<file path="config.mk">
export PLATFORM = sky130hd
export DESIGN_NAME = char_display_command_buffer
export DESIGN_NICKNAME = d
export VERILOG_FILES = /design/src/rtl/core/cdcb_pkg.sv /design/src/rtl/core/cdcb_datapath.sv /design/src/rtl/core/cdcb_ctrl.sv /design/src/rtl/core/char_display_command_buffer.sv
export VERILOG_INCLUDE_DIRS = /design/src /design/src/rtl/core
export SDC_FILE = /design/constraint.sdc
export NUM_CORES = 1
export LEC_CHECK = 0
export BUFFER_PORTS_ARGS = -buffer_cell sky130_fd_sc_hd__buf_2
export CAP_MARGIN = 20
export CORE_UTILIZATION = 35
export DETAILED_ROUTE_END_ITERATION = 10
export GPL_TIMING_DRIVEN = 0
export SLEW_MARGIN = 20
export SYNTH_ARGS = -nofsm -noshare
export SYNTH_HDL_FRONTEND = slang
export SYNTH_SLANG_ARGS = --single-unit
export TNS_END_PERCENT = 100
</file>
<file path="constraint.sdc">
create_clock -name clk -period 4.2 [get_ports clk]
set_input_delay 0.42 -clock clk [delete_from_list [all_inputs] [get_ports clk]]
set_output_delay 0.42 -clock clk [all_outputs]
set_load 0.1 [all_outputs]
</file>
<file path="src/rtl/core/char_display_command_buffer_defines.svh">
// Assertion macros shared by the display command buffer RTL.
`ifndef CHAR_DISPLAY_COMMAND_BUFFER_DEFINES_SVH
`define CHAR_DISPLAY_COMMAND_BUFFER_DEFINES_SVH

`ifndef NO_ASSERTIONS

// Plain property, checked outside reset
`define CDCB_ASSERT(lbl, clk, rst_n, prop, msg) \
	lbl: assert property (@(posedge clk) disable iff (!rst_n) (prop)) else $error(msg);

// Same-cycle implication, checked outside reset
`define CDCB_ASSERT_IMP(lbl, clk, rst_n, ante, cons, msg) \
	lbl: assert property (@(posedge clk) disable iff (!rst_n) (ante) |-> (cons)) else $error(msg);

`else

`define CDCB_ASSERT(lbl, clk, rst_n, prop, msg)
`define CDCB_ASSERT_IMP(lbl, clk, rst_n, ante, cons, msg)

`endif

`endif

</file>
<file path="src/rtl/core/cdcb_pkg.sv">
// Types, codes and helper functions of the display command buffer.
package cdcb_pkg;

	localparam int LINE_CHARS_DEF = 20;
	localparam int BOOT_IDX_W     = 7;
	localparam logic [7:0] LINE1_ADDR = 8'd40;

	// Host control codes
	localparam logic [7:0] CODE_CLR_ALL = 8'h10;
	localparam logic [7:0] CODE_CR      = 8'h11;
	localparam logic [7:0] CODE_LF      = 8'h12;
	localparam logic [7:0] CODE_CRLF    = 8'h13;
	localparam logic [7:0] CODE_BEEP    = 8'h14;
	localparam logic [7:0] CODE_CLR0    = 8'h15;
	localparam logic [7:0] CODE_CLR1    = 8'h16;
	localparam logic [7:0] CODE_DIRECT  = 8'h1D;
	localparam logic [7:0] CODE_CURSOR  = 8'h1E;
	localparam logic [7:0] CODE_SHOW    = 8'h1F;

	typedef enum logic [1:0] {
		ACT_CLEAR  = 2'd0,
		ACT_CURSOR = 2'd1,
		ACT_CHAR   = 2'd2,
		ACT_BEEP   = 2'd3
	} act_t;

	typedef enum logic [3:0] {
		K_ORD, K_CLR_ALL, K_CR, K_LF, K_CRLF, K_BEEP,
		K_CLR0, K_CLR1, K_DIRECT, K_CURSOR, K_SHOW
	} kind_t;

	typedef enum logic [2:0] {
		POS_HOLD, POS_ZERO, POS_LINE1, POS_CR, POS_DOWN, POS_STORE
	} pos_op_t;

	typedef enum logic [1:0] {
		IDX_HOLD, IDX_ZERO, IDX_LINE1, IDX_INC
	} idx_op_t;

	typedef enum logic [1:0] {
		VAL_ZERO, VAL_BYTE, VAL_RD, VAL_LINE1
	} val_sel_t;

	typedef enum logic [3:0] {
		S_IDLE, S_EXEC, S_LF_RD, S_LF_WR, S_SH_CLR,
		S_SH_C0, S_SH_RD, S_SH_CHK, S_SH_C1, S_FLUSH
	} state_t;

	// Controller to datapath
	typedef struct packed {
		logic     take;
		pos_op_t  pos_op;
		idx_op_t  idx_op;
		logic     rd_en;
		logic     rd_line1_ofs;
		logic     wr_store;
		logic     wr_copy;
		logic     clr_line0;
		logic     clr_line1;
		logic     set_cursor;
		logic     set_direct;
		logic     clr_cursor;
		logic     clr_direct;
		logic     emit;
		act_t     emit_act;
		val_sel_t emit_val;
		logic     flush;
	} cmd_t;

	// Datapath to controller
	typedef struct packed {
		kind_t kind;
		logic  cursor_pending;
		logic  direct_pending;
		logic  pos_hi;
		logic  idx_hi;
		logic  idx_end;
		logic  rd_zero;
		logic  pend_v;
		logic  can_emit;
		logic  out_free;
	} status_t;

	function automatic kind_t classify(input logic [7:0] b);
		kind_t k;
		case (b)
			CODE_CLR_ALL: k = K_CLR_ALL;
			CODE_CR:      k = K_CR;
			CODE_LF:      k = K_LF;
			CODE_CRLF:    k = K_CRLF;
			CODE_BEEP:    k = K_BEEP;
			CODE_CLR0:    k = K_CLR0;
			CODE_CLR1:    k = K_CLR1;
			CODE_DIRECT:  k = K_DIRECT;
			CODE_CURSOR:  k = K_CURSOR;
			CODE_SHOW:    k = K_SHOW;
			default:      k = K_ORD;
		endcase
		return k;
	endfunction

	// Power-up banner "Waiting for data.", zero beyond it
	function automatic logic [7:0] boot_char(input logic [BOOT_IDX_W-1:0] i);
		logic [7:0] c;
		case (i)
			7'd0:    c = 8'h57;
			7'd1:    c = 8'h61;
			7'd2:    c = 8'h69;
			7'd3:    c = 8'h74;
			7'd4:    c = 8'h69;
			7'd5:    c = 8'h6E;
			7'd6:    c = 8'h67;
			7'd7:    c = 8'h20;
			7'd8:    c = 8'h66;
			7'd9:    c = 8'h6F;
			7'd10:   c = 8'h72;
			7'd11:   c = 8'h20;
			7'd12:   c = 8'h64;
			7'd13:   c = 8'h61;
			7'd14:   c = 8'h74;
			7'd15:   c = 8'h61;
			7'd16:   c = 8'h2E;
			default: c = 8'h00;
		endcase
		return c;
	endfunction

endpackage

</file>
<file path="src/rtl/core/cdcb_datapath.sv">
// Datapath: line store, write position, prefix flags and result registers.
`include "char_display_command_buffer_defines.svh"

module cdcb_datapath #(
	parameter int LINE_CHARS = cdcb_pkg::LINE_CHARS_DEF
) (
	input  logic              clk,
	input  logic              arst_n,
	input  logic [7:0]        host_byte,
	input  cdcb_pkg::cmd_t    cmd,
	output cdcb_pkg::status_t status,
	output logic              out_valid,
	input  logic              out_ready,
	output logic [1:0]        action,
	output logic [7:0]        value,
	output logic              last
);
	import cdcb_pkg::*;

	localparam int STORE_LEN = 2 * LINE_CHARS;
	localparam int AW        = $clog2(STORE_LEN);
	localparam logic [AW-1:0] LINE1_POS = AW'(LINE_CHARS);
	localparam logic [AW-1:0] LINE0_END = AW'(LINE_CHARS - 1);
	localparam logic [AW-1:0] LAST_POS  = AW'(STORE_LEN - 1);
	localparam logic [STORE_LEN-1:0] LINE0_MASK = {{LINE_CHARS{1'b0}}, {LINE_CHARS{1'b1}}};
	localparam logic [STORE_LEN-1:0] LINE1_MASK = ~LINE0_MASK;

	logic [7:0]           byte_q;
	logic [AW-1:0]        pos_q;
	logic [AW-1:0]        idx_q;
	logic                 cursor_q;
	logic                 direct_q;
	logic [STORE_LEN-1:0] valid_q;
	logic [STORE_LEN-1:0] boot_q;
	logic [7:0]           mem_q [STORE_LEN];
	logic [7:0]           rd_data_q;
	logic                 rd_valid_q;
	logic                 rd_boot_q;
	logic [7:0]           rd_bchar_q;
	logic                 pend_v_q;
	act_t                 pend_act_q;
	logic [7:0]           pend_val_q;
	logic                 out_valid_q;
	act_t                 out_act_q;
	logic [7:0]           out_val_q;
	logic                 out_last_q;

	logic [AW-1:0]        rd_addr;
	logic [AW-1:0]        wr_addr;
	logic [7:0]           wr_data;
	logic                 wr_en;
	logic [7:0]           rd_eff;
	logic [7:0]           emit_data;
	logic [STORE_LEN-1:0] clr_mask;
	logic [STORE_LEN-1:0] set_mask;
	logic                 out_free;
	logic                 load_out;

	// Address and data selection
	assign rd_addr = cmd.rd_line1_ofs ? (idx_q + LINE1_POS) : idx_q;
	assign wr_addr = cmd.wr_copy ? idx_q : pos_q;
	assign wr_data = cmd.wr_copy ? rd_eff : byte_q;
	assign wr_en   = cmd.wr_store | cmd.wr_copy;

	// Entry never written since reset or clear reads as banner or zero
	assign rd_eff = rd_valid_q ? rd_data_q : (rd_boot_q ? rd_bchar_q : 8'd0);

	assign clr_mask = (cmd.clr_line0 ? LINE0_MASK : '0) | (cmd.clr_line1 ? LINE1_MASK : '0);
	assign set_mask = wr_en ? (STORE_LEN'(1) << wr_addr) : '0;

	always_comb begin
		case (cmd.emit_val)
			VAL_ZERO:  emit_data = 8'd0;
			VAL_BYTE:  emit_data = byte_q;
			VAL_RD:    emit_data = rd_eff;
			VAL_LINE1: emit_data = LINE1_ADDR;
			default:   emit_data = 8'd0;
		endcase
	end

	// Line store
	always_ff @(posedge clk) begin
		if (wr_en) begin
			mem_q[wr_addr] <= wr_data;
		end
		if (cmd.rd_en) begin
			rd_data_q  <= mem_q[rd_addr];
			rd_valid_q <= valid_q[rd_addr];
			rd_boot_q  <= boot_q[rd_addr];
			rd_bchar_q <= boot_char(BOOT_IDX_W'(rd_addr));
		end
	end

	// Input byte capture
	always_ff @(posedge clk) begin
		if (cmd.take) begin
			byte_q <= host_byte;
		end
	end

	// Entry flags, position, sweep index, prefixes
	always_ff @(posedge clk or negedge arst_n) begin
		if (!arst_n) begin
			valid_q  <= '0;
			boot_q   <= '1;
			pos_q    <= '0;
			idx_q    <= '0;
			cursor_q <= 1'b0;
			direct_q <= 1'b0;
		end else begin
			valid_q <= (valid_q & ~clr_mask) | set_mask;
			boot_q  <= boot_q & ~clr_mask;
			case (cmd.pos_op)
				POS_HOLD:  pos_q <= pos_q;
				POS_ZERO:  pos_q <= '0;
				POS_LINE1: pos_q <= LINE1_POS;
				POS_CR:    pos_q <= (pos_q >= LINE1_POS) ? LINE1_POS : '0;
				POS_DOWN:  pos_q <= pos_q + LINE1_POS;
				POS_STORE: pos_q <= (pos_q == LAST_POS) ? LINE1_POS : pos_q + AW'(1);
				default:   pos_q <= pos_q;
			endcase
			case (cmd.idx_op)
				IDX_HOLD:  idx_q <= idx_q;
				IDX_ZERO:  idx_q <= '0;
				IDX_LINE1: idx_q <= LINE1_POS;
				IDX_INC:   idx_q <= idx_q + AW'(1);
				default:   idx_q <= idx_q;
			endcase
			if (cmd.set_cursor) cursor_q <= 1'b1;
			else if (cmd.clr_cursor) cursor_q <= 1'b0;
			if (cmd.set_direct) direct_q <= 1'b1;
			else if (cmd.clr_direct) direct_q <= 1'b0;
		end
	end

	// One result is held back so the final one can be marked last
	assign out_free = !out_valid_q || out_ready;
	assign load_out = (cmd.emit && pend_v_q) || cmd.flush;

	always_ff @(posedge clk or negedge arst_n) begin
		if (!arst_n) begin
			pend_v_q    <= 1'b0;
			out_valid_q <= 1'b0;
		end else begin
			if (cmd.emit) pend_v_q <= 1'b1;
			else if (cmd.flush) pend_v_q <= 1'b0;
			if (load_out) out_valid_q <= 1'b1;
			else if (out_ready) out_valid_q <= 1'b0;
		end
	end

	always_ff @(posedge clk) begin
		if (cmd.emit) begin
			pend_act_q <= cmd.emit_act;
			pend_val_q <= emit_data;
		end
		if (load_out) begin
			out_act_q  <= pend_act_q;
			out_val_q  <= pend_val_q;
			out_last_q <= cmd.flush;
		end
	end

	// Status to the controller
	assign status.kind           = classify(byte_q);
	assign status.cursor_pending = cursor_q;
	assign status.direct_pending = direct_q;
	assign status.pos_hi         = pos_q >= LINE1_POS;
	assign status.idx_hi         = idx_q >= LINE1_POS;
	assign status.idx_end        = (idx_q == LINE0_END) || (idx_q == LAST_POS);
	assign status.rd_zero        = rd_eff == 8'd0;
	assign status.pend_v         = pend_v_q;
	assign status.can_emit       = !pend_v_q || out_free;
	assign status.out_free       = out_free;

	assign out_valid = out_valid_q;
	assign action    = out_act_q;
	assign value     = out_val_q;
	assign last      = out_last_q;

	`CDCB_ASSERT(a_pos_range, clk, arst_n, pos_q <= LAST_POS, "write position past store end")
	`CDCB_ASSERT_IMP(a_flush_pend, clk, arst_n, cmd.flush, pend_v_q && out_free, "flush without held result or free slot")
	`CDCB_ASSERT_IMP(a_emit_room, clk, arst_n, cmd.emit, !pend_v_q || out_free, "result emitted while output blocked")

endmodule

</file>
<file path="src/rtl/core/cdcb_ctrl.sv">
// Controller state machine: decodes host bytes and sequences scroll and redraw.
`include "char_display_command_buffer_defines.svh"

module cdcb_ctrl (
	input  logic              clk,
	input  logic              arst_n,
	input  logic              in_valid,
	output logic              in_ready,
	input  cdcb_pkg::status_t status,
	output cdcb_pkg::cmd_t    cmd
);
	import cdcb_pkg::*;

	state_t state_q;
	state_t state_d;

	// State register
	always_ff @(posedge clk or negedge arst_n) begin
		if (!arst_n) begin
			state_q <= S_IDLE;
		end else begin
			state_q <= state_d;
		end
	end

	// Next state
	always_comb begin
		state_d = state_q;
		case (state_q)
			S_IDLE: begin
				if (in_valid) state_d = S_EXEC;
			end
			S_EXEC: begin
				case (status.kind)
					K_LF, K_CRLF: state_d = status.pos_hi ? S_LF_RD : S_IDLE;
					K_BEEP:       state_d = S_FLUSH;
					K_SHOW:       state_d = S_SH_CLR;
					K_ORD: begin
						if (status.cursor_pending || status.direct_pending) state_d = S_FLUSH;
						else state_d = S_IDLE;
					end
					default:      state_d = S_IDLE;
				endcase
			end
			S_LF_RD: state_d = S_LF_WR;
			S_LF_WR: state_d = status.idx_end ? S_IDLE : S_LF_RD;
			S_SH_CLR: begin
				if (status.can_emit) state_d = S_SH_C0;
			end
			S_SH_C0: begin
				if (status.can_emit) state_d = S_SH_RD;
			end
			S_SH_RD: state_d = S_SH_CHK;
			S_SH_CHK: begin
				if (status.rd_zero || (status.can_emit && status.idx_end)) begin
					state_d = status.idx_hi ? S_FLUSH : S_SH_C1;
				end else if (status.can_emit) begin
					state_d = S_SH_RD;
				end
			end
			S_SH_C1: begin
				if (status.can_emit) state_d = S_SH_RD;
			end
			S_FLUSH: begin
				if (status.out_free) state_d = S_IDLE;
			end
			default: state_d = S_IDLE;
		endcase
	end

	// Commands
	always_comb begin
		cmd      = '0;
		in_ready = 1'b0;
		case (state_q)
			S_IDLE: begin
				in_ready = 1'b1;
				cmd.take = in_valid;
			end
			S_EXEC: begin
				case (status.kind)
					K_CLR_ALL: begin
						cmd.clr_line0 = 1'b1;
						cmd.clr_line1 = 1'b1;
						cmd.pos_op    = POS_ZERO;
					end
					K_CR: cmd.pos_op = POS_CR;
					K_LF: begin
						if (status.pos_hi) cmd.idx_op = IDX_ZERO;
						else cmd.pos_op = POS_DOWN;
					end
					K_CRLF: begin
						cmd.pos_op = POS_LINE1;
						if (status.pos_hi) cmd.idx_op = IDX_ZERO;
					end
					K_BEEP: begin
						cmd.emit     = 1'b1;
						cmd.emit_act = ACT_BEEP;
						cmd.emit_val = VAL_ZERO;
					end
					K_CLR0: begin
						cmd.clr_line0 = 1'b1;
						cmd.pos_op    = POS_ZERO;
					end
					K_CLR1: begin
						cmd.clr_line1 = 1'b1;
						cmd.pos_op    = POS_LINE1;
					end
					K_DIRECT: cmd.set_direct = 1'b1;
					K_CURSOR: cmd.set_cursor = 1'b1;
					K_ORD: begin
						if (status.cursor_pending) begin
							cmd.emit       = 1'b1;
							cmd.emit_act   = ACT_CURSOR;
							cmd.emit_val   = VAL_BYTE;
							cmd.clr_cursor = 1'b1;
						end else if (status.direct_pending) begin
							cmd.emit       = 1'b1;
							cmd.emit_act   = ACT_CHAR;
							cmd.emit_val   = VAL_BYTE;
							cmd.clr_direct = 1'b1;
						end else begin
							cmd.wr_store = 1'b1;
							cmd.pos_op   = POS_STORE;
						end
					end
					default: ;
				endcase
			end
			// Scroll: copy line 1 into line 0 one entry at a time
			S_LF_RD: begin
				cmd.rd_en        = 1'b1;
				cmd.rd_line1_ofs = 1'b1;
			end
			S_LF_WR: begin
				cmd.wr_copy = 1'b1;
				if (status.idx_end) cmd.clr_line1 = 1'b1;
				else cmd.idx_op = IDX_INC;
			end
			// Redraw
			S_SH_CLR: begin
				cmd.emit     = status.can_emit;
				cmd.emit_act = ACT_CLEAR;
				cmd.emit_val = VAL_ZERO;
			end
			S_SH_C0: begin
				cmd.emit     = status.can_emit;
				cmd.emit_act = ACT_CURSOR;
				cmd.emit_val = VAL_ZERO;
				if (status.can_emit) cmd.idx_op = IDX_ZERO;
			end
			S_SH_RD: cmd.rd_en = 1'b1;
			S_SH_CHK: begin
				if (!status.rd_zero && status.can_emit) begin
					cmd.emit     = 1'b1;
					cmd.emit_act = ACT_CHAR;
					cmd.emit_val = VAL_RD;
					if (!status.idx_end) cmd.idx_op = IDX_INC;
				end
			end
			S_SH_C1: begin
				cmd.emit     = status.can_emit;
				cmd.emit_act = ACT_CURSOR;
				cmd.emit_val = VAL_LINE1;
				if (status.can_emit) cmd.idx_op = IDX_LINE1;
			end
			S_FLUSH: cmd.flush = status.out_free;
			default: ;
		endcase
	end

	`CDCB_ASSERT_IMP(a_idle_empty, clk, arst_n, state_q == S_IDLE, !status.pend_v, "held result left over after a byte")
	`CDCB_ASSERT_IMP(a_flush_has, clk, arst_n, state_q == S_FLUSH, status.pend_v, "final result missing at flush")
	`CDCB_ASSERT_IMP(a_copy_line1, clk, arst_n, cmd.wr_copy, status.pos_hi, "scroll copy while position on line 0")

endmodule

</file>
<file path="src/rtl/core/char_display_command_buffer.sv">
// Top level of the two-line character display command buffer.
//
// Host bytes enter on in_valid/in_ready, display commands leave on
// out_valid/out_ready (action, value, last). One byte is handled at a time:
// a byte is taken in one cycle and executed in the next; a beep or a
// prefixed byte then passes a flush state that waits while the output is blocked.
// A line feed on line 1 scrolls through the single-port line store, one read
// and one write per entry. A show walks the store with a registered read per
// character and waits while out_ready is held low.
// The result output register lets a byte be taken while its last transfer waits.
// No clearing pass runs after reset; the power-up text is served from per-entry flags.
module char_display_command_buffer #(
	parameter int LINE_CHARS = cdcb_pkg::LINE_CHARS_DEF
) (
	input  logic       clk,
	input  logic       arst_n,
	input  logic       in_valid,
	output logic       in_ready,
	input  logic [7:0] host_byte,
	output logic       out_valid,
	input  logic       out_ready,
	output logic [1:0] action,
	output logic [7:0] value,
	output logic       last
);
	import cdcb_pkg::*;

	cmd_t    cmd;
	status_t status;

	cdcb_ctrl u_ctrl (
		.clk      (clk),
		.arst_n   (arst_n),
		.in_valid (in_valid),
		.in_ready (in_ready),
		.status   (status),
		.cmd      (cmd)
	);

	cdcb_datapath #(
		.LINE_CHARS (LINE_CHARS)
	) u_datapath (
		.clk       (clk),
		.arst_n    (arst_n),
		.host_byte (host_byte),
		.cmd       (cmd),
		.status    (status),
		.out_valid (out_valid),
		.out_ready (out_ready),
		.action    (action),
		.value     (value),
		.last      (last)
	);

endmodule

</file>
==> results of run 1 <==
==> cells in the mapped netlist, drive strengths merged, types with 8 or more instances <==
cell type | count | share of area [%]
nand3 | 38 | 0.90
nor4 | 11 | 0.33
nand2 | 225 | 4.0
nor2b | 9 | 0.27
o21ai | 99 | 2.4
o31ai | 8 | 0.29
o211ai | 8 | 0.29
a22oi | 8 | 0.29
and2 | 41 | 1.2
o22ai | 18 | 0.54
a31oi | 26 | 0.77
mux4 | 58 | 6.2
a21oi | 31 | 0.74
mux2 | 9 | 0.50
buf | 42 | 1.1
o311ai | 10 | 0.42
nand4 | 17 | 0.51
or3 | 9 | 0.27
o22a | 8 | 0.33
nor2 | 89 | 1.7
dfstp | 40 | 5.0
a32oi | 17 | 0.71
a21o | 10 | 0.36
mux2i | 40 | 2.0
nor3 | 54 | 1.4
nand3b | 9 | 0.32
nand2b | 14 | 0.42
ha | 18 | 1.1
inv | 18 | 0.32
edfxtp | 366 | 52
dfrtp | 60 | 7.1
a211oi | 11 | 0.42
clkbuf | 56 | 1.0
==> power breakdown <==
group          leakage (nW)  internal (mW)  switching [mW]
Combinational          2.93           2.15            4.63
Sequential             4.52           5.85           0.307
Clock                 0.724           2.28            1.86
==> area by class of cell <==
type                       instances  share of cell area, %
clock inverter                    30                   1.07
inverter                          19                  0.295
clock buffer                      59                   5.23
antenna                            1                 0.0104
buffer                            97                   1.82
sequential                       470                   56.4
multi-input combinational        995                   29.4
timing repair buffer              39                   1.80
tap                              773                   4.00
==> through the flow <==
step / area [um2] / power, mW / TNS, ns / hold WS [ns]
floorplan: 21000 / 10.3 / 0 / 0.124
global placement: 22100 / 12.6 / -247.55 / 0.407
CTS: 24100 / 17.0 / -9.86 / 0.00134
finish: 24200 / 17.1 / 0 / 0.0275
detailed placement: 22500 / 12.8 / -20.90 / 0.279
global route: 24200 / 17.7 / 0 / 0.0135
==> final timing paths <==
path | from | end
worst max-delay path | u_datapath.idx_q[2] | u_datapath.rd_data_q[4]
worst min-delay path | host_byte[0] | u_datapath.byte_q[0]
worst max register to register | u_datapath.idx_q[2] | u_datapath.rd_data_q[4]
worst min register to register | u_datapath.pend_act_q[0] | u_datapath.action[0]
min in group asynchronous | arst_n | u_datapath.idx_q[3]
max in group asynchronous | arst_n | u_datapath.boot_q[25]
==> worst register-to-register path: stages, from the launching register on <==
cell and delay [ns]:
dfrtp_1 0.39, clkbuf_1 0.45, inv_2 0.24, clkbuf_1 0.39, ha_1 0.47, mux2_4 0.18
buf_6 0.21, buf_6 0.25, mux2i_1 0.32, o22ai_1 0.29, a31oi_1 0.45, nand2_1 0.15
==> repair_timing <==
action / in CTS / in global routing
endpoints found under the hold margin: 24 / 0
hold buffers: 5 / 0
endpoints found under the setup margin: 160 / 122
gates resized for setup: 17 / 15
==> flip-flops by register name (all words and copies together) (netlist names), 2 cells and up, named ones only <==
name and flops:
u_datapath.mem_q 320, u_datapath.boot_q 40, u_datapath.valid_q 40, u_datapath.byte_q 8, u_datapath.pend_val_q 8, u_datapath.rd_data_q 8
u_datapath.value 8, u_datapath.rd_bchar_q 7, u_datapath.idx_q 6, u_datapath.pos_q 6, u_ctrl.state_q 4, u_datapath.action 2
u_datapath.pend_act_q 2
==> logic make-up after synthesis <==
kind of cell / count (synthesis)
fa+ha+maj: 18
simple gates: 552
compound gates: 311
xor+xnor: 7
mux: 107
flops: 470
buf+inv: 117
==> metal layers <==
layer  track usage, %  up-vias  wire length [um]
met1             27.4     7065             25600
met3             4.19      144              5270
met2             31.5      695             27800
met5                0        -                 0
li1                 -     6246                 -
met4             8.04        0              2370
==> impl_metrics.env, run 1 <==
export IMPL_dp_cells=2389
export IMPL_cpPeakStageDelay_ns=0.47
export IMPL_rrSetupSlack_ns=0.11
export IMPL_power_leakage_nw=8.17
export IMPL_p_per_area_mw_per_mm2=707
export IMPL_overflow=0
export IMPL_finClkSkew_ns=0.0295
export IMPL_max_slew_margin_pct=29.2
export IMPL_failed_checks="design-rule violations"
export IMPL_synth_simple_area_share_pct=12.8
export IMPL_layout_commonest_cell="edfxtp_1"
export IMPL_drv_cap=0
export IMPL_critPathMaxFanout=11
export IMPL_cp_end_kind="register"
export IMPL_pre_cts_ws_ns=-0.310
export IMPL_regArea_mm2=0.0136
export IMPL_critPathSlowestCell="ha_1"
export IMPL_drv_slew=0
export IMPL_start_kind="register"
export IMPL_portBuffers=24
export IMPL_hold_viol_final=0
export IMPL_synth_compound_area_share_pct=9.91
export IMPL_ys_warn_count=0
export IMPL_cts_made_buffers=48
export IMPL_status="complete, but fails checks"
export IMPL_crit_chain="clkbuf_1, inv_2, clkbuf_1, ha_1, mux2_4, buf_6, buf_6, mux2i_1, o22ai_1, a31oi_1, nand2_1"
export IMPL_layout_common_cells="366 x edfxtp_1, 223 x nand2_1, 77 x o21ai_0"
export IMPL_max_freq_ghz=0.245
export IMPL_syn_to_final_growth_pct=14.9
export IMPL_worstHoldPathCells=1
export IMPL_rr_worst_depth=11
export IMPL_ir_drop_uv=487
export IMPL_period_needed_ns=4.09
export IMPL_arrival_ns=4.41
export IMPL_setup_ws_ns=0.113
export IMPL_synth_seq_area_share_pct=64.8
export IMPL_multi_input_area_mm2=0.00710
export IMPL_cpLargestDelayFamily="buffers and inverters"
export IMPL_required_ns=4.52
export IMPL_ant_nets=0
export IMPL_netlist_area_mm2=0.0210
export IMPL_final_core_util_pct=40.8
export IMPL_placementRows=89
export IMPL_worst_skew_pair_late_latency_ns=0.62
export IMPL_path_depth=11
export IMPL_cts_tree="done"
export IMPL_fin_crit_sh_pct=97.3
export IMPL_grt_use_total_pct=20.2
export IMPL_path_class="register to register"
export IMPL_vias=14150
export IMPL_syn_avg_cell_area_um2=13.3
export IMPL_n_fill_cell=5525
export IMPL_h_tree_depth=2
export IMPL_clock_root_buffer="clkbuf_16"
export IMPL_worst_pin_slew_ns=1.06
export IMPL_clkTransAtPathRegs_ns=0.06
export IMPL_ys_flop_type="edfxtp_1"
export IMPL_gp_congestion=0.974
export IMPL_synth_mux_area_fraction_pct=8.67
export IMPL_syn_num_nets=1612
export IMPL_initial_utilization_pct=35.5
export IMPL_synth_edf_count=366
export IMPL_synthXorXnorAreaFrac_pct=0.327
export IMPL_rsz0062_at_grt="no"
export IMPL_grt_pass1_wl_mm=90.6
export IMPL_synth_top_family_by_area="simple AND/OR/NAND/NOR gates"
export IMPL_cts_max_path_buffers=3
export IMPL_grt_max_degree=85
export IMPL_grt_antenna_before_repair=1
export IMPL_dr_pass1_iters=9
export IMPL_critPathBufInv=5
export IMPL_hp_class="input port to register"
export IMPL_drt_iter0_drc=1722
export IMPL_drcViolationCount=24
export IMPL_die_h_um=247
export IMPL_cts_sinks=470
export IMPL_via_per_inst=5.70
export IMPL_coreArea_mm2=0.0592
export IMPL_setup_violations_final=0
export IMPL_die_area_mm2=0.0611
export IMPL_post_cts_buffers=0
export IMPL_synthDistinctLibCells=86
export IMPL_drive_gt1_share_pct=18.1
export IMPL_dp_hpwl_mm=42.2
export IMPL_die_w_um=247
export IMPL_synth_seq_cells=470
export IMPL_drt_total_wl_mm=61.1
export IMPL_syn_inst=1582
export IMPL_grt_pass1_vias=13949
export IMPL_ioPinCount=25
export IMPL_async_flop_share_pct=21.3
export IMPL_wl_per_cell_um=24.6
export IMPL_fin_nets=1700
export IMPL_layout_cells_non_filler=2483
export IMPL_synthAdderAreaFrac_pct=1.07
No activity file was read; power rests on OpenSTA's default activity.
==> inputs of run 2 (changes only) <==
--- a/config.mk
+++ b/config.mk
@@ -9,6 +9,7 @@
 export BUFFER_PORTS_ARGS = -buffer_cell sky130_fd_sc_hd__buf_2
 export CAP_MARGIN = 20
 export CORE_UTILIZATION = 35
+export CTS_BUF_LIST = sky130_fd_sc_hd__clkbuf_16
 export DETAILED_ROUTE_END_ITERATION = 10
 export GPL_TIMING_DRIVEN = 0
 export SLEW_MARGIN = 20
==> run 2 against run 1 <==
The run still ends with design-rule violations left. Sequential share of layout area unchanged. Non-clock buffer count unchanged. Register-to-register slack better by 0.03 ns. Wire length about the same. Global-route usage about the same. Clock skew up 0.0019 ns. Via count about the same. Sequential power about the same. Clock-buffer cell count down 10. Sequential cell count unchanged. First-iteration DRC count up 0.23%. Combinational power about the same.
==> impl_metrics.env, run 2 (synthesized netlist as in run 1, its figures left out) <==
export IMPL_status="complete, but fails checks"
export IMPL_failed_checks="design-rule violations"
export IMPL_setup_violations_final=0
export IMPL_portBuffers=24
export IMPL_largest_register="u_datapath.mem_q"
export IMPL_drcViolationCount=24
export IMPL_grt_use_total_pct=20.2
export IMPL_gp_congestion=0.974
export IMPL_coreArea_mm2=0.0592
export IMPL_cts_made_buffers=48
export IMPL_h_tree_depth=2
export IMPL_fin_nets=1700
export IMPL_p_per_area_mw_per_mm2=705
export IMPL_placementRows=89
export IMPL_layout_commonest_cell="edfxtp_1"
export IMPL_finClkSkew_ns=0.0314
export IMPL_post_cts_buffers=0
export IMPL_arrival_ns=4.38
export IMPL_die_w_um=247
export IMPL_fin_crit_sh_pct=96.6
export IMPL_die_h_um=247
export IMPL_hold_viol_final=0
export IMPL_largest_reg_flops=320
export IMPL_die_area_mm2=0.0611
export IMPL_cts_max_path_buffers=3
export IMPL_initial_utilization_pct=35.5
export IMPL_grt_antenna_before_repair=1
export IMPL_overflow=0
export IMPL_hp_class="input port to register"
export IMPL_path_class="register to register"
export IMPL_critPathMaxFanout=11
export IMPL_dp_cells=2389
export IMPL_drt_total_wl_mm=61.0
export IMPL_power_leakage_nw=8.21
export IMPL_ant_nets=0
export IMPL_clock_root_buffer="clkbuf_16"
export IMPL_setup_tns_ns=0
export IMPL_worst_pin_slew_ns=1.08
export IMPL_clkTransAtPathRegs_ns=0.06
export IMPL_drt_iter0_drc=1726
export IMPL_ir_drop_uv=489
export IMPL_dp_hpwl_mm=42.2
export IMPL_drive_gt1_share_pct=18.1
export IMPL_rrSetupSlack_ns=0.14
export IMPL_ioPinCount=25
export IMPL_via_per_inst=5.70
export IMPL_max_freq_ghz=0.247
export IMPL_drv_cap=0
export IMPL_cp_end_kind="register"
export IMPL_wl_per_cell_um=24.6
export IMPL_final_core_util_pct=40.8
export IMPL_period_needed_ns=4.06
export IMPL_syn_to_final_growth_pct=14.9
export IMPL_grt_pass1_vias=13948
export IMPL_layout_common_cells="366 x edfxtp_1, 223 x nand2_1, 77 x o21ai_0"
export IMPL_grt_max_degree=85
export IMPL_start_kind="register"
export IMPL_required_ns=4.52
export IMPL_max_slew_margin_pct=27.1
export IMPL_layout_cells_non_filler=2483
export IMPL_grt_pass1_wl_mm=90.6
export IMPL_rsz0062_at_grt="no"
export IMPL_worst_skew_pair_late_latency_ns=0.62
export IMPL_cts_tree="done"
export IMPL_drv_slew=0
export IMPL_dr_pass1_iters=9
export IMPL_cts_sinks=470
export IMPL_top_regs="u_datapath.mem_q x320, u_datapath.boot_q x40, u_datapath.valid_q x40"
export IMPL_vias=14157
## run 2: worst paths after layout
kind | start | endpoint | depth (start not counted)
max | u_datapath.idx_q[2] | u_datapath.rd_data_q[4] | 11
min | host_byte[0] | u_datapath.byte_q[0] | 1
max reg2reg | u_datapath.idx_q[2] | u_datapath.rd_data_q[4] | 11
min reg2reg | u_datapath.pend_act_q[0] | u_datapath.action[0] | 0
max in group asynchronous | arst_n | u_datapath.boot_q[25] | 3
min in group asynchronous | arst_n | u_datapath.idx_q[3] | 2
## run 2: cell type report
cell class | instances | area, um2
antenna | 1 | 2.50
buffer | 97 | 439
clock buffer | 49 | 1230
clock inverter | 40 | 297
fill | 5525 | 35100
inverter | 19 | 71.3
multi-input combinational | 995 | 7100
sequential | 470 | 13600
tap | 773 | 967
timing repair buffer | 39 | 435
## run 2: power breakdown
group	switching, mW	internal [mW]
clock network	1.86	2.26
logic	4.62	2.15
registers	0.306	5.85
## run 2: what timing repair did
action / CTS / global route
endpoints found under the setup margin: 160 / 122
gates cloned: 0 / 0
hold buffers: 5 / 0
resized for setup: 17 / 15
hold endpoints to repair: 24 / 0
## run 2: worst max-delay path: stages (launching register included)
cell and delay (ns):
dfrtp_1 0.41, clkbuf_1 0.27, inv_2 0.28, clkbuf_1 0.58, ha_1 0.38, mux2_4 0.30, buf_6 0.18, buf_6 0.19
mux2i_1 0.27, o22ai_1 0.29, a31oi_1 0.44, nand2_1 0.15
## run 2: per-layer routing
layer	share of wire, %	vias up	routed length [um]	global-route usage [%]
li1	-	6249	-	-
met1	42	7034	25300	27.4
met2	46	730	27800	31.5
met3	9.0	144	5480	4.19
met4	3.9	0	2370	8.04
met5	0	-	0	0
## run 2: stage by stage
stage | area (um2) | worst slack (ns) | hold slack [ns] | total power [mW]
after floorplan | 21000 | 0.244 | 0.124 | 10.3
after global placement | 22100 | -1.95 | 0.407 | 12.6
final | 24200 | 0.144 | 0.0266 | 17.0
after detailed placement | 22500 | -0.310 | 0.279 | 12.8
after CTS | 24100 | -0.201 | 0.00126 | 17.0
after global routing | 24200 | 0.0272 | 0.0132 | 17.7
